`src/hdl/lru_key_value_store_top_defines.svh`:
```
// ---------------------------------------------------------------------------
// Assertion macros for the LRU key-value store.
// ---------------------------------------------------------------------------
`ifndef LRU_KEY_VALUE_STORE_TOP_DEFINES_SVH
`define LRU_KEY_VALUE_STORE_TOP_DEFINES_SVH

`ifndef SYNTHESIS
// A condition that holds at every clock edge out of reset.
`define LRU_KVS_ASSERT(lbl, cond, msg) \
    lbl: assert property (@(posedge clk) disable iff (!rst_n) (cond)) else $error(msg);
// A condition that implies another in the same cycle.
`define LRU_KVS_ASSERT_IMP(lbl, ante, cons, msg) \
    lbl: assert property (@(posedge clk) disable iff (!rst_n) (ante) |-> (cons)) \
        else $error(msg);
`else
`define LRU_KVS_ASSERT(lbl, cond, msg)
`define LRU_KVS_ASSERT_IMP(lbl, ante, cons, msg)
`endif

`endif

```
`src/hdl/lru_kvs_pkg.sv`:
```
// ---------------------------------------------------------------------------
// LRU key-value store package
// Item types, field widths and constants shared by the store modules.
// ---------------------------------------------------------------------------
package lru_kvs_pkg;

    localparam int KEY_BITS  = 31;
    localparam int DATA_BITS = 64;
    localparam int CAP_BITS  = 5;

    localparam logic [CAP_BITS-1:0] CAP_RESET = 5'd16;

    typedef enum logic
    {
        MODE_GET = 1'b0,
        MODE_PUT = 1'b1
    } mode_t;

    typedef struct packed
    {
        mode_t                mode;
        logic [KEY_BITS-1:0]  key;
        logic [DATA_BITS-1:0] write_value;
    } req_t;

    typedef struct packed
    {
        logic                 hit;
        logic [DATA_BITS-1:0] read_value;
        logic                 evicted;
        logic [KEY_BITS-1:0]  evicted_key;
    } rsp_t;

    // Control from the pipeline to the entry store.
    typedef struct packed
    {
        logic step;
        logic clear;
    } store_ctrl_t;

endpackage

```
`src/hdl/lru_kvs_store.sv`:
```
// ---------------------------------------------------------------------------
// LRU key-value store entries
// Holds keys, values, valid bits and recency ranks; matches one item
// against all entries and applies its update to the registered state.
// ---------------------------------------------------------------------------
`include "lru_key_value_store_top_defines.svh"

module lru_kvs_store #(
    parameter int ENTRIES    = 16,
    parameter int VALUE_BITS = 64
) (
    input  logic                                 clk,
    input  logic                                 rst_n,
    input  lru_kvs_pkg::store_ctrl_t             ctrl,
    input  logic [lru_kvs_pkg::CAP_BITS-1:0]     capacity,
    input  lru_kvs_pkg::req_t                    item,
    output lru_kvs_pkg::rsp_t                    result
);
    import lru_kvs_pkg::*;

    localparam int RANK_W = (ENTRIES > 1) ? $clog2(ENTRIES) : 1;
    localparam int CNT_W  = $clog2(ENTRIES + 1);
    localparam int CMP_W  = (CNT_W > CAP_BITS) ? CNT_W : CAP_BITS;

    logic [KEY_BITS-1:0]   keys_reg   [ENTRIES];
    logic [VALUE_BITS-1:0] values_reg [ENTRIES];
    logic [ENTRIES-1:0]    valid_reg;
    logic [ENTRIES-1:0]    valid_next;
    logic [RANK_W-1:0]     rank_reg   [ENTRIES];
    logic [RANK_W-1:0]     rank_next  [ENTRIES];
    logic [CNT_W-1:0]      count_reg;
    logic [CNT_W-1:0]      count_next;

    logic [ENTRIES-1:0]    match;
    logic [ENTRIES-1:0]    victim;
    logic [ENTRIES-1:0]    free_slot;
    logic [ENTRIES-1:0]    slot;
    logic [RANK_W-1:0]     hit_rank;
    logic [RANK_W-1:0]     oldest_rank;
    logic [VALUE_BITS-1:0] hit_value;
    logic [KEY_BITS-1:0]   victim_key;
    logic [CMP_W-1:0]      cap_ext;
    logic [CMP_W-1:0]      eff_cap;
    logic                  hit;
    logic                  is_put;
    logic                  full;
    logic                  insert;
    logic                  evict;

    // Clamp the capacity register to 1..ENTRIES.
    always_comb
    begin
        cap_ext = CMP_W'(capacity);
        if (cap_ext == '0)
        begin
            eff_cap = CMP_W'(1);
        end
        else if (cap_ext > CMP_W'(ENTRIES))
        begin
            eff_cap = CMP_W'(ENTRIES);
        end
        else
        begin
            eff_cap = cap_ext;
        end
    end

    assign full        = CMP_W'(count_reg) >= eff_cap;
    assign oldest_rank = RANK_W'(count_reg - 1'b1);
    // Lowest numbered empty entry.
    assign free_slot   = ~valid_reg & (valid_reg + 1'b1);

    // Keys are unique among valid entries, so the selections below are OR muxes.
    always_comb
    begin
        hit_rank   = '0;
        hit_value  = '0;
        victim_key = '0;
        for (int i = 0; i < ENTRIES; i++)
        begin
            match[i]  = valid_reg[i] && (keys_reg[i] == item.key);
            // Ranks of valid entries are a permutation of 0..count-1.
            victim[i] = valid_reg[i] && (rank_reg[i] == oldest_rank);
            if (match[i])
            begin
                hit_rank  = hit_rank | rank_reg[i];
                hit_value = hit_value | values_reg[i];
            end
            if (victim[i])
            begin
                victim_key = victim_key | keys_reg[i];
            end
        end
    end

    assign hit    = |match;
    assign is_put = (item.mode == MODE_PUT);
    assign insert = is_put && !hit;
    assign evict  = insert && full;
    assign slot   = evict ? victim : free_slot;

    always_comb
    begin
        result.hit         = hit;
        result.read_value  = (hit && !is_put) ? DATA_BITS'(hit_value) : '0;
        result.evicted     = evict;
        result.evicted_key = evict ? victim_key : '0;
    end

    always_comb
    begin
        valid_next = valid_reg;
        count_next = count_reg;
        for (int i = 0; i < ENTRIES; i++)
        begin
            rank_next[i] = rank_reg[i];
        end
        if (ctrl.clear)
        begin
            valid_next = '0;
            count_next = '0;
            for (int i = 0; i < ENTRIES; i++)
            begin
                rank_next[i] = '0;
            end
        end
        else if (ctrl.step && hit)
        begin
            // Entries younger than the hit entry age by one.
            for (int i = 0; i < ENTRIES; i++)
            begin
                if (match[i])
                begin
                    rank_next[i] = '0;
                end
                else if (valid_reg[i] && (rank_reg[i] < hit_rank))
                begin
                    rank_next[i] = RANK_W'(rank_reg[i] + 1'b1);
                end
            end
        end
        else if (ctrl.step && insert)
        begin
            for (int i = 0; i < ENTRIES; i++)
            begin
                if (slot[i])
                begin
                    rank_next[i] = '0;
                end
                else if (valid_reg[i])
                begin
                    rank_next[i] = RANK_W'(rank_reg[i] + 1'b1);
                end
            end
            valid_next = valid_reg | slot;
            if (!evict)
            begin
                count_next = CNT_W'(count_reg + 1'b1);
            end
        end
    end

    always_ff @(posedge clk or negedge rst_n)
    begin
        if (!rst_n)
        begin
            valid_reg <= '0;
            count_reg <= '0;
            for (int i = 0; i < ENTRIES; i++)
            begin
                rank_reg[i] <= '0;
            end
        end
        else
        begin
            valid_reg <= valid_next;
            count_reg <= count_next;
            for (int i = 0; i < ENTRIES; i++)
            begin
                rank_reg[i] <= rank_next[i];
            end
        end
    end

    always_ff @(posedge clk)
    begin
        if (ctrl.step && !ctrl.clear)
        begin
            for (int i = 0; i < ENTRIES; i++)
            begin
                if ((insert && slot[i]) || (is_put && match[i]))
                begin
                    values_reg[i] <= item.write_value[VALUE_BITS-1:0];
                end
                if (insert && slot[i])
                begin
                    keys_reg[i] <= item.key;
                end
            end
        end
    end

    `LRU_KVS_ASSERT(a_match_unique, $onehot0(match), "key matches several entries")
    `LRU_KVS_ASSERT(a_count_valid, $countones(valid_reg) == int'(count_reg), "bad entry count")
    `LRU_KVS_ASSERT_IMP(a_victim_single, evict, $onehot(victim), "no single oldest entry")
    `LRU_KVS_ASSERT_IMP(a_free_exists, insert && !full, $onehot(free_slot), "no empty entry")

endmodule

```
`src/hdl/lru_key_value_store_top.sv`:
```
// ---------------------------------------------------------------------------
// LRU key-value store
// Fully associative key-value store with least-recently-used replacement.
//
//   Channel  Signals                        Direction  Content
//   req      req_valid, req_ready, req      in         mode, key, write_value
//   rsp      rsp_valid, rsp_ready, rsp      out        hit, read_value, evicted,
//                                                      evicted_key
//   cfg      cfg_write_en, cfg_write_data   in         capacity
//
// One item is taken every cycle while rsp_ready stays high; its result becomes valid
// when the result register captures the match on the input register.
// Match, victim choice and rank update are done against all entries at once.
// After reset the store is empty and capacity is 16; a capacity write empties it.
// When rsp_ready is low the result holds and one more item may wait in the
// input register before req_ready drops.
// ---------------------------------------------------------------------------
module lru_key_value_store_top #(
    parameter int ENTRIES    = 16,
    parameter int VALUE_BITS = 64
) (
    input  logic                             clk,
    input  logic                             rst_n,
    input  logic                             req_valid,
    output logic                             req_ready,
    input  lru_kvs_pkg::req_t                req,
    output logic                             rsp_valid,
    input  logic                             rsp_ready,
    output lru_kvs_pkg::rsp_t                rsp,
    input  logic                             cfg_write_en,
    input  logic [lru_kvs_pkg::CAP_BITS-1:0] cfg_write_data
);
    import lru_kvs_pkg::*;

    logic                req_valid_reg;
    logic                req_valid_next;
    req_t                req_item_reg;
    logic                rsp_valid_reg;
    logic                rsp_valid_next;
    rsp_t                rsp_item_reg;
    rsp_t                store_result;
    logic [CAP_BITS-1:0] capacity_reg;
    logic                advance;
    logic                step;
    logic                take;
    store_ctrl_t         ctrl;

    assign advance   = !rsp_valid_reg || rsp_ready;
    assign step      = req_valid_reg && advance;
    assign req_ready = !req_valid_reg || advance;
    assign take      = req_valid && req_ready;

    assign ctrl = '{step: step, clear: cfg_write_en};

    always_comb
    begin
        req_valid_next = req_valid_reg;
        if (take)
        begin
            req_valid_next = 1'b1;
        end
        else if (step)
        begin
            req_valid_next = 1'b0;
        end
    end

    always_comb
    begin
        rsp_valid_next = rsp_valid_reg;
        if (step)
        begin
            rsp_valid_next = 1'b1;
        end
        else if (rsp_ready)
        begin
            rsp_valid_next = 1'b0;
        end
    end

    always_ff @(posedge clk or negedge rst_n)
    begin
        if (!rst_n)
        begin
            req_valid_reg <= 1'b0;
            rsp_valid_reg <= 1'b0;
            capacity_reg  <= CAP_RESET;
        end
        else
        begin
            req_valid_reg <= req_valid_next;
            rsp_valid_reg <= rsp_valid_next;
            if (cfg_write_en)
            begin
                capacity_reg <= cfg_write_data;
            end
        end
    end

    always_ff @(posedge clk)
    begin
        if (take)
        begin
            req_item_reg <= req;
        end
        if (step)
        begin
            rsp_item_reg <= store_result;
        end
    end

    lru_kvs_store #(
        .ENTRIES    (ENTRIES),
        .VALUE_BITS (VALUE_BITS)
    ) u_store (
        .clk      (clk),
        .rst_n    (rst_n),
        .ctrl     (ctrl),
        .capacity (capacity_reg),
        .item     (req_item_reg),
        .result   (store_result)
    );

    assign rsp_valid = rsp_valid_reg;
    assign rsp       = rsp_item_reg;

endmodule

```
`config.mk`:
```
export PLATFORM = sky130hd
export DESIGN_NAME = lru_key_value_store_top
export DESIGN_NICKNAME = d
export VERILOG_FILES = /design/src/hdl/lru_kvs_pkg.sv /design/src/hdl/lru_kvs_store.sv /design/src/hdl/lru_key_value_store_top.sv
export VERILOG_INCLUDE_DIRS = /design/src /design/src/hdl
export SDC_FILE = /design/constraint.sdc
export NUM_CORES = 2
export LEC_CHECK = 0
export ABC_AREA = 1
export BUFFER_PORTS_ARGS = -buffer_cell sky130_fd_sc_hd__buf_2
export CAP_MARGIN = 20
export CORE_UTILIZATION = 40
export CTS_CLUSTER_DIAMETER = 100
export DETAILED_ROUTE_END_ITERATION = 16
export PLACE_DENSITY = 0.58
export SLEW_MARGIN = 20
export SYNTH_ARGS = -nofsm -noshare
export SYNTH_HDL_FRONTEND = slang
export SYNTH_HIERARCHICAL = 1
export SYNTH_SLANG_ARGS = --single-unit
```
`constraint.sdc`:
```
create_clock -name clk -period 29.3 [get_ports clk]
set_input_delay 5.86 -clock clk [delete_from_list [all_inputs] [get_ports clk]]
set_output_delay 5.86 -clock clk [all_outputs]
set_load 0.01 [all_outputs]
```
# Word-level counts from Yosys, hierarchy flattened
# Memories as Yosys holds them, arrays and structs flattened.
# Index checks and enable logic that the tools add are counted.
# op_classes
add_sub_neg	19
n_lt_le_gt_ge	18
n_eq_ne	50
mux	225
n_bitwise	48
n_reduce_logical	151
# op_table
operator	count
$mux 64	19
$or 64x64->64	15
$eq 31x31->1	16
$mux 31	16
$or 31x31->31	15
$mux 4	80
$mux 1	100
$logic_and 1x1->1	88
$add 4x1->4 const B	16
$eq 4x4->1	16
$lt 4x4->1	16
$mux 16	4
$ne 4x3->1 const B	16
$reduce_bool 4->1	16
$or 4x4->4	15
$reduce_and 3->1	17
$mux 5	6
$logic_or 1x1->1	18
$add 16x1->16 const B	1
$and 16x16->16	1
$not 16->16	1
$or 16x16->16	1
$reduce_or 16->1	1
$reduce_bool 2->1	3
other kinds (9)	14
# word_totals
ff_bits	285
mem_bits_rw	1520
out_inout_bits	99
elab_cells	541
n_memories	2
# memory_table
memory	depth	width	read_ports	rd_ports_with_merged_regs	write_ports	line	text
u_store.values_reg	16	64	16	0	16	lru_kvs_store.sv:26	logic [VALUE_BITS-1:0] values_reg [ENTRIES];
u_store.keys_reg	16	31	16	0	16	lru_kvs_store.sv:25	logic [KEY_BITS-1:0] keys_reg [ENTRIES];

# Depth between registers and ports, before layout
# depth
depth_word	39
mapped_depth	27
ltp_nobuf	24

# Hierarchy
# The synthesis kept the hierarchy.
# modules_own_cells
module	n_inst	cells_each	area_each_um2	seq_area_each_um2
lru_kvs_store	1	6233	72384.4	47770.8
lru_key_value_store_top	1	226	6094.6	5972.0

# Worst setup path after synthesis
# Ideal clock, no wire load.
# synth_path
kind	input port to flip-flop
start	in rsp_ready
end	mem u_store.values_reg[7][0], in the netlist u_store/values_reg[0][448] (enable)
setup_ps	574
arrival_ps	16866
required_ps	28726
setup_slack_ps	11860
path_stages	5
path_buffers	1
path_cell_list	inv_1 -> a21oi_1 -> nand3_1 -> clkbuf_1 -> o21ai_0
# synth_lines
element	line	text
start, declared	lru_key_value_store_top.sv:28	input logic rsp_ready,
end, declared	lru_kvs_store.sv:26	

# Worst setup path in the final report
# layout_path
start	in rsp_ready
end	out req_ready
# layout_via
elab_chain_len	2
# layout_rtl
element	line	text
$logic_or 1x1->1	lru_key_value_store_top.sv:48	assign advance = !rsp_valid_reg || rsp_ready;
$logic_or 1x1->1	lru_key_value_store_top.sv:50	assign req_ready = !req_valid_reg || advance;
end, declared	lru_key_value_store_top.sv:25	output logic req_ready,
# Every way passes these cells.

==> out/metrics.cfg <==
[logic_synthesis]
postSynthCellCount = 6459
synthAdderAreaFrac = 0.0113
ys.flop_type = edfxtp_1
synth-edff-count = 1713
avgSynthCellArea_um2 = 12.2
ys_seq_elements = 1805
synth_area_um2 = 78500
synthSimpleGateAreaFrac = 0.123
synth_xor_xnor_area_share = 0.0187
synth_mux_area_frac = 0
ys_async_sr_fraction = 0.0510
ys_seq_area_frac = 0.685
synth_compound_area_frac = 0.111
syn_nets = 6636
yosysWarnings = 6
synthDistinctLibCells = 55
synth_top_family_by_area = simple AND/OR/NAND/NOR gates

[floorplan]
core_um2 = 195000
start_util = 0.402
die_h_um = 445
fp-row-count = 162
io_pins = 205
die_area_um2 = 198000
die_w_um = 445

[critical_path]
crit_path_end_kind = primary output
start_kind = input port
worstPathArrival_ns = 6.34
crit_start = rsp_ready
crit_fanout = 3
crit_required_ns = 23.44
worstSetupPathType = in -> out
worstReg2RegStart = req_item_reg[75]

[place]
dp_hpwl_um = 200000
gp_congestion = 1.03
io_buffer_count = 204

[sta]
finalMaxSlewViolations = 0
hold_violations = 0
rsz0062_at_grt = false
relSlewSlack = 0.167
fin_crit_ns = 12.20
layout_worst_path_cycle_share = 0.417
hold_ws_ns = 0.482
worst_pin_slew_ns = 1.23
setup_viol = 0
skew_ns = 0.127
max_freq_mhz = 81.9
fin_setup_tns_ns = 0

[global_route]
antenna_found_initial = 18
met1_usage = 0.424
grt_pass1_wl_um = 433000
grt_use_met3 = 0.0891
met2_usage = 0.471
grt_use_total = 0.316
grt_max_degree = 101
grt_pass1_vias = 53543
grt-ovfl-total = 0
grt_busiest_layer = met2

[clocking]
htreeDepth = 4
cts_setup_buffers = 0
cts-buffers-inserted = 191
holdBufCountCts = 0
cts_tree = built
numClockSinks = 1805
cts.path.max_buffers = 3
clock_latency_ns = 0.90
path_clk_slew_ns = 0.05
post_cts_resized = 0
cts-root-buf = clkbuf_16

[final_layout]
final_common_cell = edfxtp_1
drive_gt1_frac = 0.117
fill_cells = 17838
largest_reg_flops = 1024
layout_common_cells = edfxtp_1 (1713), nand2_1 (1568), inv_1 (599)
nets = 6892
area_growth_syn_to_layout_pct = 13.6
final_util = 0.457

[routing]
viasPerCell = 6.07
wl_per_cell_um = 33.6
vias = 57674
drc_errors = 0
postRouteAntennaNets = 0
drt_first_pass_iters = 8
wirelength_um = 319000
drt_iter0_drc = 9398

[hold_path]
hp-class = reg -> reg
min_from = capacity_reg[4]

[run]
cap_viol_max_count = 0

[power_and_ir_drop]
p_seq_frac = 0.518
cellPowerDensity_nw_per_um2 = 63.4
leakage_uw = 0.0326
switching_share = 0.239
p_switching_uw = 1350
combPwrFrac = 0.054
clock_power_share = 0.428
internal_power_uw = 4300
peakVddDrop_mv = 0.0586

[run_status]
status = finished clean

## cells by family (layout without fill, tap and decap cells)
group | after synthesis | after routing
AO/OA/AOI/OAI | 1117 | 1117
XOR/XNOR | 166 | 166
adder cells (fa/ha/maj) | 71 | 71
buffers and inverters | 974 | 1388
flip-flops | 1805 | 1805
other | 0 | 8
AND/OR/NAND/NOR | 2326 | 2326
## critical path, cell delays in order
cell and delay, ns:
buf_2 0.10, inv_1 0.13, nand3_2 0.10, buf_2 0.15
## Yosys cell counts, types with 4 or more instances
| cell | count | area (µm²) |
|---|---|---|
| xor2_1 | 53 | 464 |
| nor2_2 | 10 | 62.6 |
| a32o_1 | 219 | 2190 |
| dfrtp_1 | 91 | 2280 |
| nor4_1 | 75 | 469 |
| buf_4 | 51 | 383 |
| edfxtp_1 | 1713 | 51400 |
| ha_1 | 71 | 888 |
| a211oi_1 | 18 | 135 |
| nand2_1 | 1572 | 5900 |
| o221ai_1 | 13 | 114 |
| inv_2 | 52 | 195 |
| a41oi_1 | 31 | 272 |
| buf_1 | 28 | 105 |
| nand3_1 | 174 | 871 |
| nand2_2 | 27 | 169 |
| o21ai_1 | 84 | 420 |
| buf_6 | 14 | 158 |
| nand2_4 | 5 | 56.3 |
| clkinv_1 | 16 | 60.1 |
| nand4_1 | 47 | 294 |
| o22ai_1 | 113 | 707 |
| inv_1 | 617 | 2320 |
| a31oi_1 | 64 | 400 |
| or2_2 | 21 | 131 |
| nor2_1 | 348 | 1310 |
| buf_2 | 50 | 250 |
| a221oi_1 | 212 | 1860 |
| nor3_1 | 27 | 135 |
| a22o_1 | 191 | 1670 |
| a21oi_1 | 31 | 155 |
| nor2_4 | 4 | 45.0 |
| o21ai_2 | 15 | 131 |
| xnor2_1 | 111 | 972 |
| clkbuf_1 | 146 | 548 |
| o21ai_0 | 115 | 576 |
## power groups by stage
stage | Clock [µW] | Sequential (µW) | Combinational (µW)
2_1_floorplan | 0 | 2970 | 169
3_3_place_gp | 0 | 2980 | 289
3_5_place_dp | 0 | 2980 | 294
4_1_cts | 2450 | 2930 | 295
5_1_grt | 2540 | 2930 | 325
6_report | 2420 | 2930 | 304
## layer usage
metal  vias to the layer above  wire [µm]
li1                      23932          -
met1                     28913     123000
met2                      4045     139000
met3                       764      39100
met4                        20      17300
met5                         -        162
## cell type report
| cell class | count | area, µm² | area share |
|---|---|---|---|
| Inverter | 685 | 2580 | 0.0289 |
| Multi-Input combinational cell | 3680 | 21100 | 0.237 |
| Sequential cell | 1805 | 53700 | 0.603 |
| Tap cell | 2624 | 3280 | 0.0368 |
| Timing Repair Buffer | 352 | 2210 | 0.0248 |
| Clock inverter | 107 | 1200 | 0.0135 |
| Clock buffer | 244 | 5020 | 0.0563 |
| Antenna cell | 8 | 20.0 | 0.000225 |
## per-stage QoR
stage                     total power (µW)  instances  setup slack, ns  area, µm²
after floorplan                       3140       6459            11.86      78500
after global placement                3270       9141            17.08      82800
after detailed placement              3280       9144            17.09      82900
after CTS                             5670       9495            17.09      89100
after global routing                  5800       9498            17.05      89100
final                                 5650       9505            17.10      89100
## path summary, 6_finish.rpt
kind                                               to  depth (start not counted)  slack [ns]
max in group asynchronous        u_store/rank_reg[24]                          2       23.00
hold reg to reg                       capacity_reg[4]                          2        0.48
setup reg to reg           u_store/values_reg[0][220]                         21       22.05
setup / recovery                            req_ready                          4       17.10
min in group asynchronous        u_store/rank_reg[46]                          1        5.01
hold / removal                        capacity_reg[4]                          2        0.48
Note: power is estimated with default switching activity, not from simulation.
